File: src/design/assert_macros.svh
// Assertion macros used by the RTL controller (dfl_ctrl).
`ifndef ASSERT_MACROS_SVH
`define ASSERT_MACROS_SVH

// Same-cycle implication, disabled during reset.
`define DFL_ASSERT_IMPL(lbl, clk, rst_n, ante, cons) \
  lbl: assert property (@(posedge clk) disable iff (!rst_n) (ante) |-> (cons)) \
    else $error("assertion failed");

// Next-cycle implication, disabled during reset.
`define DFL_ASSERT_NEXT(lbl, clk, rst_n, ante, cons) \
  lbl: assert property (@(posedge clk) disable iff (!rst_n) (ante) |=> (cons)) \
    else $error("assertion failed");

`endif

File: src/design/dfl_pkg.sv
// Package: widths, controller states and control structs of the delayed low-pass filter.
`timescale 1ns / 1ps
package dfl_pkg;

  localparam int DELAY_DEPTH  = 10;
  localparam int SAMPLE_WIDTH = 16;
  localparam int TICK_WIDTH   = 16;

  localparam int PROD_W = TICK_WIDTH + SAMPLE_WIDTH + 1;
  localparam int SUM_W  = PROD_W + 1;
  localparam int MAG_W  = PROD_W;
  localparam int DEN_W  = TICK_WIDTH + 1;
  localparam int QUO_W  = SAMPLE_WIDTH;
  localparam int CNT_W  = (QUO_W > 1) ? $clog2(QUO_W) : 1;

  typedef enum logic [2:0] {
    ST_IDLE,
    ST_MUL_A,
    ST_MUL_B,
    ST_SUM,
    ST_DIV,
    ST_FIN
  } state_e;

  typedef struct packed {
    logic load;
    logic mul_a;
    logic mul_b;
    logic sum;
    logic div_step;
    logic finish;
  } cmd_t;

  typedef struct packed {
    logic div_last;
  } status_t;

endpackage

File: src/design/delayed_first_order_lowpass.sv
// An accepted item passes ST_MUL_A, ST_MUL_B, ST_SUM and ST_DIV, and in ST_FIN its
// result is registered on the output. A 16-step restoring divider (one quotient bit
// per cycle) runs in ST_DIV; a new item is taken only in ST_IDLE, after the last one.
// A waiting result does not block the next item until its divide completes.
// Reset (async, active low) clears the delay line, last output and time constant;
// a time-constant write clears the delay line and last output.
`timescale 1ns / 1ps
module delayed_first_order_lowpass
  import dfl_pkg::*;
(
  input  logic                           clk_i,
  input  logic                           rst_ni,
  input  logic                           cfg_we_i,
  input  logic        [TICK_WIDTH-1:0]   cfg_wdata_i,
  input  logic                           in_valid_i,
  output logic                           in_stall_o,
  input  logic signed [SAMPLE_WIDTH-1:0] sample_i,
  input  logic        [TICK_WIDTH-1:0]   step_ticks_i,
  output logic                           out_valid_o,
  input  logic                           out_stall_i,
  output logic signed [SAMPLE_WIDTH-1:0] filtered_o
);

  cmd_t    cmd;
  status_t status;

  dfl_ctrl u_ctrl (
    .clk_i      (clk_i),
    .rst_ni     (rst_ni),
    .in_valid_i (in_valid_i),
    .in_stall_o (in_stall_o),
    .out_valid_o(out_valid_o),
    .out_stall_i(out_stall_i),
    .status_i   (status),
    .cmd_o      (cmd)
  );

  dfl_datapath u_datapath (
    .clk_i       (clk_i),
    .rst_ni      (rst_ni),
    .cfg_we_i    (cfg_we_i),
    .cfg_wdata_i (cfg_wdata_i),
    .sample_i    (sample_i),
    .step_ticks_i(step_ticks_i),
    .cmd_i       (cmd),
    .status_o    (status),
    .filtered_o  (filtered_o)
  );

endmodule

File: src/design/dfl_datapath.sv
// Datapath: delay line, filter state, products, sum and restoring divider.
`timescale 1ns / 1ps
module dfl_datapath
  import dfl_pkg::*;
(
  input  logic                           clk_i,
  input  logic                           rst_ni,
  input  logic                           cfg_we_i,
  input  logic        [TICK_WIDTH-1:0]   cfg_wdata_i,
  input  logic signed [SAMPLE_WIDTH-1:0] sample_i,
  input  logic        [TICK_WIDTH-1:0]   step_ticks_i,
  input  cmd_t                           cmd_i,
  output status_t                        status_o,
  output logic signed [SAMPLE_WIDTH-1:0] filtered_o
);

  logic        [TICK_WIDTH-1:0]   tc_q;
  logic signed [SAMPLE_WIDTH-1:0] dline_q [DELAY_DEPTH];
  logic signed [SAMPLE_WIDTH-1:0] last_q;
  logic        [TICK_WIDTH-1:0]   dt_q;
  logic signed [SAMPLE_WIDTH-1:0] leave_q;
  logic        [DEN_W-1:0]        den_q;
  logic signed [PROD_W-1:0]       prod_a_q;
  logic signed [PROD_W-1:0]       prod_b_q;
  logic                           neg_q;
  logic                           zden_q;
  logic        [DEN_W-1:0]        rem_q;
  logic        [QUO_W-1:0]        quo_q;
  logic        [CNT_W-1:0]        cnt_q;
  logic signed [SAMPLE_WIDTH-1:0] out_q;

  logic signed [DEN_W-1:0]        tc_s;
  logic signed [DEN_W-1:0]        dt_s;
  logic signed [PROD_W-1:0]       prod_a_d;
  logic signed [PROD_W-1:0]       prod_b_d;
  logic signed [SUM_W-1:0]        sum_d;
  logic        [SUM_W-1:0]        mag_full;
  logic        [MAG_W-1:0]        mag_d;
  logic        [DEN_W:0]          rem_sh;
  logic        [DEN_W:0]          rem_sub;
  logic                           fits;
  logic signed [SAMPLE_WIDTH-1:0] result_d;

  always_comb begin
    tc_s     = $signed({1'b0, tc_q});
    dt_s     = $signed({1'b0, dt_q});
    prod_a_d = tc_s * last_q;
    prod_b_d = dt_s * leave_q;
    sum_d    = SUM_W'(prod_a_q) + SUM_W'(prod_b_q);
    mag_full = sum_d[SUM_W-1] ? SUM_W'(-sum_d) : SUM_W'(sum_d);
    mag_d    = mag_full[MAG_W-1:0];
    rem_sh   = {rem_q, quo_q[QUO_W-1]};
    rem_sub  = rem_sh - {1'b0, den_q};
    fits     = (rem_sh >= {1'b0, den_q});
    if (zden_q) begin
      result_d = last_q;
    end else if (neg_q) begin
      result_d = $signed(-quo_q);
    end else begin
      result_d = $signed(quo_q);
    end
  end

  // History registers: cleared by reset and by a time-constant write.
  always_ff @(posedge clk_i or negedge rst_ni) begin
    if (!rst_ni) begin
      tc_q   <= '0;
      last_q <= '0;
      for (int i = 0; i < DELAY_DEPTH; i++) begin
        dline_q[i] <= '0;
      end
    end else if (cfg_we_i) begin
      tc_q   <= cfg_wdata_i;
      last_q <= '0;
      for (int i = 0; i < DELAY_DEPTH; i++) begin
        dline_q[i] <= '0;
      end
    end else begin
      if (cmd_i.load) begin
        dline_q[0] <= sample_i;
        for (int i = 1; i < DELAY_DEPTH; i++) begin
          dline_q[i] <= dline_q[i-1];
        end
      end
      if (cmd_i.finish) begin
        last_q <= result_d;
      end
    end
  end

  always_ff @(posedge clk_i) begin
    if (cmd_i.load) begin
      dt_q    <= step_ticks_i;
      leave_q <= dline_q[DELAY_DEPTH-1];
      den_q   <= {1'b0, tc_q} + {1'b0, step_ticks_i};
    end
    if (cmd_i.mul_a) begin
      prod_a_q <= prod_a_d;
    end
    if (cmd_i.mul_b) begin
      prod_b_q <= prod_b_d;
    end
    if (cmd_i.sum) begin
      neg_q  <= sum_d[SUM_W-1];
      zden_q <= (den_q == '0);
      rem_q  <= mag_d[MAG_W-1:QUO_W];
      quo_q  <= mag_d[QUO_W-1:0];
      cnt_q  <= CNT_W'(QUO_W - 1);
    end
    if (cmd_i.div_step) begin
      rem_q <= fits ? rem_sub[DEN_W-1:0] : rem_sh[DEN_W-1:0];
      quo_q <= {quo_q[QUO_W-2:0], fits};
      cnt_q <= cnt_q - 1'b1;
    end
    if (cmd_i.finish) begin
      out_q <= result_d;
    end
  end

  assign status_o.div_last = (cnt_q == '0);
  assign filtered_o        = out_q;

endmodule

File: src/design/dfl_ctrl.sv
// Controller: sequences multiply, sum, divide and output handoff for one item.
`timescale 1ns / 1ps
`include "assert_macros.svh"
module dfl_ctrl
  import dfl_pkg::*;
(
  input  logic    clk_i,
  input  logic    rst_ni,
  input  logic    in_valid_i,
  output logic    in_stall_o,
  output logic    out_valid_o,
  input  logic    out_stall_i,
  input  status_t status_i,
  output cmd_t    cmd_o
);

  state_e state_q, state_d;
  logic   out_valid_q, out_valid_d;

  always_ff @(posedge clk_i or negedge rst_ni) begin
    if (!rst_ni) begin
      state_q     <= ST_IDLE;
      out_valid_q <= 1'b0;
    end else begin
      state_q     <= state_d;
      out_valid_q <= out_valid_d;
    end
  end

  always_comb begin
    state_d     = state_q;
    cmd_o       = '0;
    in_stall_o  = 1'b1;
    out_valid_d = out_valid_q && out_stall_i;
    case (state_q)
      ST_IDLE: begin
        in_stall_o = 1'b0;
        if (in_valid_i) begin
          cmd_o.load = 1'b1;
          state_d    = ST_MUL_A;
        end
      end
      ST_MUL_A: begin
        cmd_o.mul_a = 1'b1;
        state_d     = ST_MUL_B;
      end
      ST_MUL_B: begin
        cmd_o.mul_b = 1'b1;
        state_d     = ST_SUM;
      end
      ST_SUM: begin
        cmd_o.sum = 1'b1;
        state_d   = ST_DIV;
      end
      ST_DIV: begin
        cmd_o.div_step = 1'b1;
        if (status_i.div_last) begin
          state_d = ST_FIN;
        end
      end
      ST_FIN: begin
        if (!out_valid_q || !out_stall_i) begin
          cmd_o.finish = 1'b1;
          out_valid_d  = 1'b1;
          state_d      = ST_IDLE;
        end
      end
      default: begin
        state_d = ST_IDLE;
      end
    endcase
  end

  assign out_valid_o = out_valid_q;

  `DFL_ASSERT_NEXT(a_busy_after_accept, clk_i, rst_ni, in_valid_i && !in_stall_o, in_stall_o)
  `DFL_ASSERT_NEXT(a_finish_shows_item, clk_i, rst_ni, cmd_o.finish, out_valid_o)
  `DFL_ASSERT_IMPL(a_one_cmd, clk_i, rst_ni, 1'b1, $onehot0(cmd_o))
  `DFL_ASSERT_IMPL(a_no_overwrite, clk_i, rst_ni, cmd_o.finish, !out_valid_q || !out_stall_i)
  `DFL_ASSERT_NEXT(a_div_ends, clk_i, rst_ni, state_q == ST_DIV && status_i.div_last,
                   state_q == ST_FIN)

endmodule

File: config.mk
export PLATFORM = sky130hd
export DESIGN_NAME = delayed_first_order_lowpass
export DESIGN_NICKNAME = d
export VERILOG_FILES = /design/src/design/dfl_pkg.sv /design/src/design/delayed_first_order_lowpass.sv /design/src/design/dfl_datapath.sv /design/src/design/dfl_ctrl.sv
export VERILOG_INCLUDE_DIRS = /design/src /design/src/design
export SDC_FILE = /design/constraint.sdc
export NUM_CORES = 2
export LEC_CHECK = 0
export BUFFER_PORTS_ARGS = -buffer_cell sky130_fd_sc_hd__buf_2
export CAP_MARGIN = 5
export CORE_ASPECT_RATIO = 0.8
export CORE_UTILIZATION = 35
export CTS_CLUSTER_DIAMETER = 200
export DETAILED_ROUTE_END_ITERATION = 12
export PLACE_DENSITY_LB_ADDON = 0.25
export SETUP_SLACK_MARGIN = 0.3
export SLEW_MARGIN = 10
export SYNTH_ARGS = -nofsm -noshare
export SYNTH_HDL_FRONTEND = slang
export SYNTH_HIERARCHICAL = 1
export SYNTH_SLANG_ARGS = --single-unit
File: constraint.sdc
create_clock -name clk_i -period 12.71 [get_ports clk_i]
set_input_delay 2.542 -clock clk_i [delete_from_list [all_inputs] [get_ports clk_i]]
set_output_delay 2.542 -clock clk_i [all_outputs]
set_load 0.05 [all_outputs]
==> After elaboration in Yosys (flattened, before gate mapping) <==
Index checks and enable logic that the tools add are counted.
{ "word_totals": {"regBits": 366, "latchBits": 0, "ramBits": 0, "rom_bits": 0, "in_bits": 53, "output_inout_bits": 18, "n_memories": 0} }
{ "op_classes": {"addsub": 6, "n_mul": 2, "div": 0, "order_cmp": 1, "eq_ne": 8, "shift": 0, "muxes": 29, "bitwise_logic": 0, "n_reduce_logical": 11} }
{ "op_table": {"columns": ["cell", "count"], "rows": [
  ["2-to-1 mux 160 bit", 2],
  ["2-to-1 mux 16 bit", 6],
  ["multiplier 17 x 16 -> 33 bit", 2],
  ["2-to-1 mux 17 bit", 3],
  ["adder 33 x 33 -> 34 bit", 1],
  ["2-to-1 mux 33 bit", 1],
  ["negator 33 bit", 1],
  [">= comparator 18 x 17 -> 1 bit", 1],
  ["case mux 3 bit (6 select lines)", 1],
  ["adder 16 x 16 -> 17 bit", 1],
  ["logical NOT 17 bit", 1],
  ["subtractor 17 bit", 1],
  ["negator 16 bit", 1],
  ["2-to-1 mux 1 bit", 11],
  ["2-to-1 mux 3 bit", 3],
  ["2-to-1 mux 4 bit", 2],
  ["equality test 3 x 2 -> 1 bit (second input constant)", 2],
  ["equality test 3 bit (second input constant)", 2],
  ["nonzero test 2 bit", 3],
  ["logical NOT 4 bit", 1],
  ["!= test 2 bit (second input constant)", 2],
  ["subtractor 4 x 1 -> 4 bit (second input constant)", 1],
  ["equality test 3 x 1 -> 1 bit (second input constant)", 1],
  ["logical NOT 3 bit", 1],
  ["5 further kinds", 6]
]} }

==> Longest topological paths before layout <==
{ "logic_depth": {"depth_word": 6, "ltp_mapped": 25} }

==> Cells and area by module <==
Netlist, hierarchy kept.
{ "by_module_without_submodules": {"columns": ["module", "n_inst", "cells_each", "area_per_inst_um2", "seq_area_each_um2"], "rows": [
  ["dfl_datapath", 1, 3612, 35637.9, 9909.5],
  ["dfl_ctrl", 1, 23, 222.7, 100.1]
]} }

==> Least setup slack after synthesis <==
OpenSTA, ideal clock, no wires.
{ "synth_path": {"path_kind": "register -> register", "start": "register u_datapath.last_q[7]", "end": "register u_datapath.prod_a_q[32] (data pin)", "setup_time_ns": 0.272, "arrival_ns": 5.939, "t_required_ns": 12.438, "slack_ns": 6.499, "path_stages_with_launch": 26, "cell_sequence": "dfrtp_1 > clkbuf_1 > clkbuf_1 > nand2_1 > fa_1 > inv_1 > fa_1 > inv_1 > fa_1 > inv_1 > fa_1 > fa_1 > inv_1 > fa_1 > inv_1 > ha_1 > a21o_1 > a21o_1 > a21oi_1 > o21bai_1 > a211oi_1 > a21oi_1 > o21ai_0 > a31oi_1 > nor4_1 > a311oi_1"} }
{ "synth_between": {"elab_chain_cells": 1} }
{ "synth_rtl": {"columns": ["item", "line_no", "rtl"], "rows": [
  ["start: declaration", "dfl_datapath.sv:19", "logic signed [SAMPLE_WIDTH-1:0] last_q;"],
  ["start signal: assignment", "dfl_datapath.sv:86", "last_q <= result_d;"],
  ["multiplier 17 x 16 -> 33 bit", "dfl_datapath.sv:47", "prod_a_d = tc_s * last_q;"],
  ["named net u_datapath.prod_a_d[32]", "dfl_datapath.sv:34", "logic signed [PROD_W-1:0] prod_a_d;"],
  ["end signal: assignment", "dfl_datapath.sv:98", "prod_a_q <= prod_a_d;"],
  ["end: declaration", "dfl_datapath.sv:23", "logic signed [PROD_W-1:0] prod_a_q;"]
]} }
The timed path passes the listed nets, and every way through them passes these cells.
A chain may end at the register's enable or synchronous reset.

==> Worst setup path after layout <==
{ "layout_path": {"start": "register u_datapath.dt_q[6]", "end": "register u_datapath.prod_b_q[32] (data pin)"} }
{ "layout_between": {"elab_chain_cells": 1} }
{ "layout_rtl": {"columns": ["item", "line_no", "rtl"], "rows": [
  ["start: declaration", "dfl_datapath.sv:20", "logic [TICK_WIDTH-1:0] dt_q;"],
  ["start signal: assignment", "dfl_datapath.sv:93", "dt_q <= step_ticks_i;"],
  ["multiplier 17 x 16 -> 33 bit", "dfl_datapath.sv:48", "prod_b_d = dt_s * leave_q;"],
  ["named net u_datapath.prod_b_d[32]", "dfl_datapath.sv:35", "logic signed [PROD_W-1:0] prod_b_d;"],
  ["end signal: assignment", "dfl_datapath.sv:101", "prod_b_q <= prod_b_d;"],
  ["end: declaration", "dfl_datapath.sv:24", "logic signed [PROD_W-1:0] prod_b_q;"]
]} }
The timed path passes the listed nets, and every way through them passes these cells.

==> impl_metrics.prom <==
# TYPE chip_impl_metric gauge
chip_impl_metric{name="viasPerCell",unit=""} 4.99
chip_impl_metric{name="timing.final.max_slew_violations",unit=""} 0
chip_impl_metric{name="tightestPinTransition",unit="ns"} 1.06
chip_impl_info{name="ys_top_cells_by_area",value="sky130_fd_sc_hd__fa_1, sky130_fd_sc_hd__edfxtp_1, sky130_fd_sc_hd__dfrtp_1, sky130_fd_sc_hd__ha_1, sky130_fd_sc_hd__inv_1"} 1
chip_impl_metric{name="synthCells",unit=""} 3635
chip_impl_metric{name="clk_latency",unit="ns"} 0.57
chip_impl_metric{name="path_max_fanout",unit=""} 16
chip_impl_metric{name="largest_net_degree_at_the_start_of_global_routing",unit=""} 154
chip_impl_metric{name="post-route-drc-count",unit=""} 0
chip_impl_metric{name="io_pins",unit=""} 71
chip_impl_metric{name="cp.required",unit="ns"} 13.02
chip_impl_metric{name="finalNetCount",unit=""} 4369
chip_impl_metric{name="die_h",unit="µm"} 288
chip_impl_metric{name="max_root_sink_buffers",unit=""} 3
chip_impl_metric{name="grt_pass1_vias",unit=""} 24183
chip_impl_metric{name="max_cap_violations",unit=""} 0
chip_impl_metric{name="first_iter_violations",unit=""} 1937
chip_impl_metric{name="post_cts_hold_buffer_count",unit=""} 0
chip_impl_metric{name="antenna_violating_nets_post_route",unit=""} 0
chip_impl_metric{name="areaGrowthSynthToFinish",unit="%"} 8.34
chip_impl_metric{name="worst_ep_arrival_time",unit="ns"} 7.27
chip_impl_metric{name="synth_top_area_share",unit="%"} 21.8
chip_impl_metric{name="htree_levels",unit=""} 2
chip_impl_info{name="grt_setup_unrepaired",value="no"} 1
chip_impl_metric{name="maxSlewHeadroom",unit="%"} 29.1
chip_impl_metric{name="critPathBufInv",unit=""} 2
chip_impl_metric{name="drt_pass1_iterations",unit=""} 5
chip_impl_metric{name="num_rows",unit=""} 104
chip_impl_metric{name="grt_overflow_total",unit=""} 0
chip_impl_metric{name="setup_fix_bufs_post_cts",unit=""} 0
chip_impl_info{name="cts_tree",value="done"} 1
chip_impl_metric{name="total_cts_buffers",unit=""} 41
chip_impl_metric{name="yosys_warnings",unit=""} 6
chip_impl_info{name="synth_top_flop_cell",value="sky130_fd_sc_hd__dfrtp_1"} 1
chip_impl_metric{name="final_weighted_congestion_of_routability_driven_global_placement",unit=""} 0.880
chip_impl_metric{name="final_setup_violation_count",unit=""} 0
chip_impl_metric{name="buffer_ports.inserted",unit=""} 70
chip_impl_metric{name="floorplan.core_area",unit="µm²"} 101000
chip_impl_info{name="synth_largest_area_cell",value="sky130_fd_sc_hd__fa_1"} 1
chip_impl_metric{name="final_min_period",unit="ns"} 6.97
chip_impl_metric{name="detailroute.via_count",unit=""} 24836
chip_impl_metric{name="finalHoldViolCount",unit=""} 0
chip_impl_metric{name="synth_edf_count",unit=""} 170
chip_impl_metric{name="clock_sink_count",unit=""} 366
chip_impl_metric{name="synth_seq_area_share",unit="%"} 27.9
chip_impl_metric{name="nFillCells",unit=""} 9971
chip_impl_metric{name="initial_core_utilization",unit="%"} 35.5
chip_impl_metric{name="clk_transition_reported_paths",unit="ns"} 0.06
chip_impl_info{name="cp_cell_sequence",value="and2_1 -> fa_1 -> inv_1 -> fa_1 -> fa_1 -> inv_1 -> fa_1 -> fa_1 -> fa_1 -> ha_1 -> and4_1 -> nand2_1 -> o211ai_1 -> a21oi_1 -> o21ai_0 -> a22oi_1 -> a211oi_1 -> a41o_1 -> o41ai_1 -> xnor2_1"} 1
chip_impl_metric{name="design_area_final",unit="µm²"} 38900
chip_impl_metric{name="dpl.hpwl",unit="µm"} 70000
chip_impl_info{name="critical_path.top_delay_family",value="adder cells"} 1
chip_impl_metric{name="timing.critical_path.slowest_cell_delay",unit="ns"} 0.84
chip_impl_metric{name="syn-mean-instance-area",unit="µm²"} 9.87
chip_impl_metric{name="fp.dieW",unit="µm"} 360
chip_impl_metric{name="grt_antenna_before_repair",unit=""} 6
chip_impl_metric{name="timing.hold.ws",unit="ns"} 0.450
chip_impl_metric{name="post_synth_instance_area",unit="µm²"} 35900
chip_impl_info{name="master_cell_of_the_clock_root_buffer",value="sky130_fd_sc_hd__clkbuf_16"} 1
chip_impl_info{name="worst_path_most_repeated_cell",value="sky130_fd_sc_hd__fa_1"} 1
chip_impl_info{name="path_class",value="reg2reg"} 1
chip_impl_metric{name="routed_wl",unit="µm"} 90400
chip_impl_metric{name="layout.area.seq",unit="µm²"} 10000
chip_impl_metric{name="grt_usage",unit="%"} 17.5
chip_impl_metric{name="die_footprint",unit="µm²"} 104000
chip_impl_metric{name="synth_nets",unit=""} 4392
chip_impl_info{name="min-delay-path-class",value="reg2reg"} 1
chip_impl_metric{name="synth.distinct_cells",unit=""} 94
chip_impl_info{name="worst_path_max_delay_cell",value="sky130_fd_sc_hd__edfxtp_1"} 1
chip_impl_info{name="critical_path.startpoint_type",value="register"} 1
chip_impl_metric{name="postSynthRegisterBits",unit=""} 366
chip_impl_metric{name="multi_input_comb_area",unit="µm²"} 23100
chip_impl_metric{name="post-route-period-util",unit="%"} 54.8
chip_impl_metric{name="clk_skew",unit="ns"} 0.0232
chip_impl_metric{name="placedInstanceArea",unit="µm²"} 37400
chip_impl_info{name="yosys-top-cells-count",value="sky130_fd_sc_hd__inv_1, sky130_fd_sc_hd__fa_1, sky130_fd_sc_hd__nand2_1"} 1
chip_impl_metric{name="share_of_layout_cells_above_drive_strength_1",unit="%"} 6.12
chip_impl_metric{name="maxClockFrequency",unit="MHz"} 144
chip_impl_metric{name="route.detailed.wl_per_inst",unit="µm"} 18.2
chip_impl_info{name="outcome",value="completed"} 1
chip_impl_info{name="end_kind",value="register"} 1
chip_impl_metric{name="post_cts_resized",unit=""} 0
chip_impl_info{name="synth_most_common_cell",value="sky130_fd_sc_hd__inv_1"} 1
chip_impl_metric{name="synth_async_sr_flop_share",unit="%"} 53.6
chip_impl_metric{name="fin_tns_setup",unit="ns"} 0
chip_impl_metric{name="grt_pass1_wl",unit="µm"} 143000
-- area by class of cell --
type                            instances  share of cell area, %
Timing Repair Buffer                   81                   1.19
Sequential cell                       366                   25.8
Clock inverter                         26                  0.950
Inverter                              559                   5.40
Clock buffer                           50                   2.86
Tap cell                             1325                   4.27
Antenna cell                            3                 0.0193
Multi-Input combinational cell       2563                   59.6
-- final timing paths --
check	cells past startpoint	endpoint	start	slack, ns
min reg2reg	0	u_datapath/leave_q[10]	u_datapath/dline_q[10]	0.45
max reg2reg	20	u_datapath/prod_b_q[32]	u_datapath/dt_q[6]	5.74
min in group asynchronous	1	u_datapath/dline_q[140]	rst_ni	2.08
min	0	u_datapath/leave_q[10]	u_datapath/dline_q[10]	0.45
max	20	u_datapath/prod_b_q[32]	u_datapath/dt_q[6]	5.74
max in group asynchronous	2	u_datapath/last_q[5]	rst_ni	9.08
-- registers in the layout (all words and copies together) (netlist names) --
signal	count
u_datapath/dline_q	160
u_datapath/prod_a_q	33
u_datapath/prod_b_q	33
u_datapath/den_q	17
u_datapath/rem_q	17
u_datapath/dt_q	16
u_datapath/filtered_o	16
u_datapath/last_q	16
u_datapath/leave_q	16
u_datapath/quo_q	16
u_datapath/tc_q	16
u_datapath/cnt_q	4
u_ctrl/state_q	3
u_ctrl/out_valid_o	1
u_datapath/neg_q	1
u_datapath/zden_q	1
-- layer usage --
layer  track usage [%]  wire length, µm  vias up
li1                  -                -    11772
met1              28.9            48600    12328
met2              23.7            35200      644
met3              2.75             5490       88
met4              2.91             1150        4
met5                 0               27        -
-- logic make-up after synthesis --
family / Yosys count / share of synthesized area, %
xor gates and xnor gates: 140 / 3.44
muxes: 217 / 6.17
AOI/OAI and AO/OA: 417 / 7.56
DFF: 366 / 27.9
buffers and inverters: 706 / 7.66
adders and majority gates: 704 / 32.7
and+or+nand+nor: 1085 / 14.5
-- worst reg2reg max path, cell delays in order, from the launching register on --
cell,delay (ns)
sky130_fd_sc_hd__edfxtp_1,0.84
sky130_fd_sc_hd__and2_1,0.26
sky130_fd_sc_hd__fa_1,0.41
sky130_fd_sc_hd__inv_1,0.08
sky130_fd_sc_hd__fa_1,0.46
sky130_fd_sc_hd__fa_1,0.53
sky130_fd_sc_hd__inv_1,0.05
sky130_fd_sc_hd__fa_1,0.55
sky130_fd_sc_hd__fa_1,0.45
sky130_fd_sc_hd__fa_1,0.46
sky130_fd_sc_hd__ha_1,0.39
sky130_fd_sc_hd__and4_1,0.29
sky130_fd_sc_hd__nand2_1,0.07
sky130_fd_sc_hd__o211ai_1,0.08
sky130_fd_sc_hd__a21oi_1,0.11
sky130_fd_sc_hd__o21ai_0,0.56
sky130_fd_sc_hd__a22oi_1,0.19
sky130_fd_sc_hd__a211oi_1,0.46
sky130_fd_sc_hd__a41o_1,0.26
sky130_fd_sc_hd__o41ai_1,0.08
sky130_fd_sc_hd__xnor2_1,0.13
-- cell usage in the layout (no fill, tap or decap), types with 8 or more instances in the layout --
cell type | netlist | routed
sky130_fd_sc_hd__clkbuf_16 | 0 | 42
sky130_fd_sc_hd__fa_1 | 391 | 391
sky130_fd_sc_hd__dfrtp_1 | 196 | 196
sky130_fd_sc_hd__o21a_1 | 21 | 21
sky130_fd_sc_hd__a31oi_1 | 12 | 12
sky130_fd_sc_hd__buf_4 | 3 | 10
sky130_fd_sc_hd__a21oi_1 | 116 | 115
sky130_fd_sc_hd__o211ai_1 | 9 | 9
sky130_fd_sc_hd__or3_1 | 16 | 16
sky130_fd_sc_hd__and3_1 | 12 | 12
sky130_fd_sc_hd__and2_1 | 243 | 243
sky130_fd_sc_hd__xor2_1 | 44 | 44
sky130_fd_sc_hd__mux2_2 | 31 | 31
sky130_fd_sc_hd__nand2_1 | 365 | 365
sky130_fd_sc_hd__nor2b_1 | 12 | 12
sky130_fd_sc_hd__nor2_1 | 280 | 278
sky130_fd_sc_hd__xnor2_1 | 95 | 95
sky130_fd_sc_hd__a211oi_1 | 15 | 15
sky130_fd_sc_hd__nor3_1 | 33 | 33
sky130_fd_sc_hd__edfxtp_1 | 170 | 170
sky130_fd_sc_hd__o21ai_0 | 100 | 100
sky130_fd_sc_hd__ha_1 | 313 | 313
sky130_fd_sc_hd__nand3_1 | 26 | 26
sky130_fd_sc_hd__inv_1 | 557 | 557
sky130_fd_sc_hd__a21o_1 | 40 | 40
sky130_fd_sc_hd__o31ai_1 | 12 | 12
sky130_fd_sc_hd__buf_2 | 4 | 68
sky130_fd_sc_hd__o21bai_1 | 13 | 13
sky130_fd_sc_hd__nor4_1 | 8 | 8
sky130_fd_sc_hd__mux2i_1 | 186 | 186
sky130_fd_sc_hd__nand2b_1 | 29 | 29
sky130_fd_sc_hd__nand4_1 | 13 | 13
-- through the flow --
step                      cells  util [%]  worst slack [ns]
after global routing       4970      38.4              5.39
after floorplan            3635         -              6.50
after global placement     4894      37.0              5.90
final                      4973      38.4              5.74
after detailed placement   4894      37.0              5.83
after CTS                  4970      38.4              5.80
Power is not shown: default switching activity piles up to over one toggle a cycle in this logic, so the estimate is an artifact.
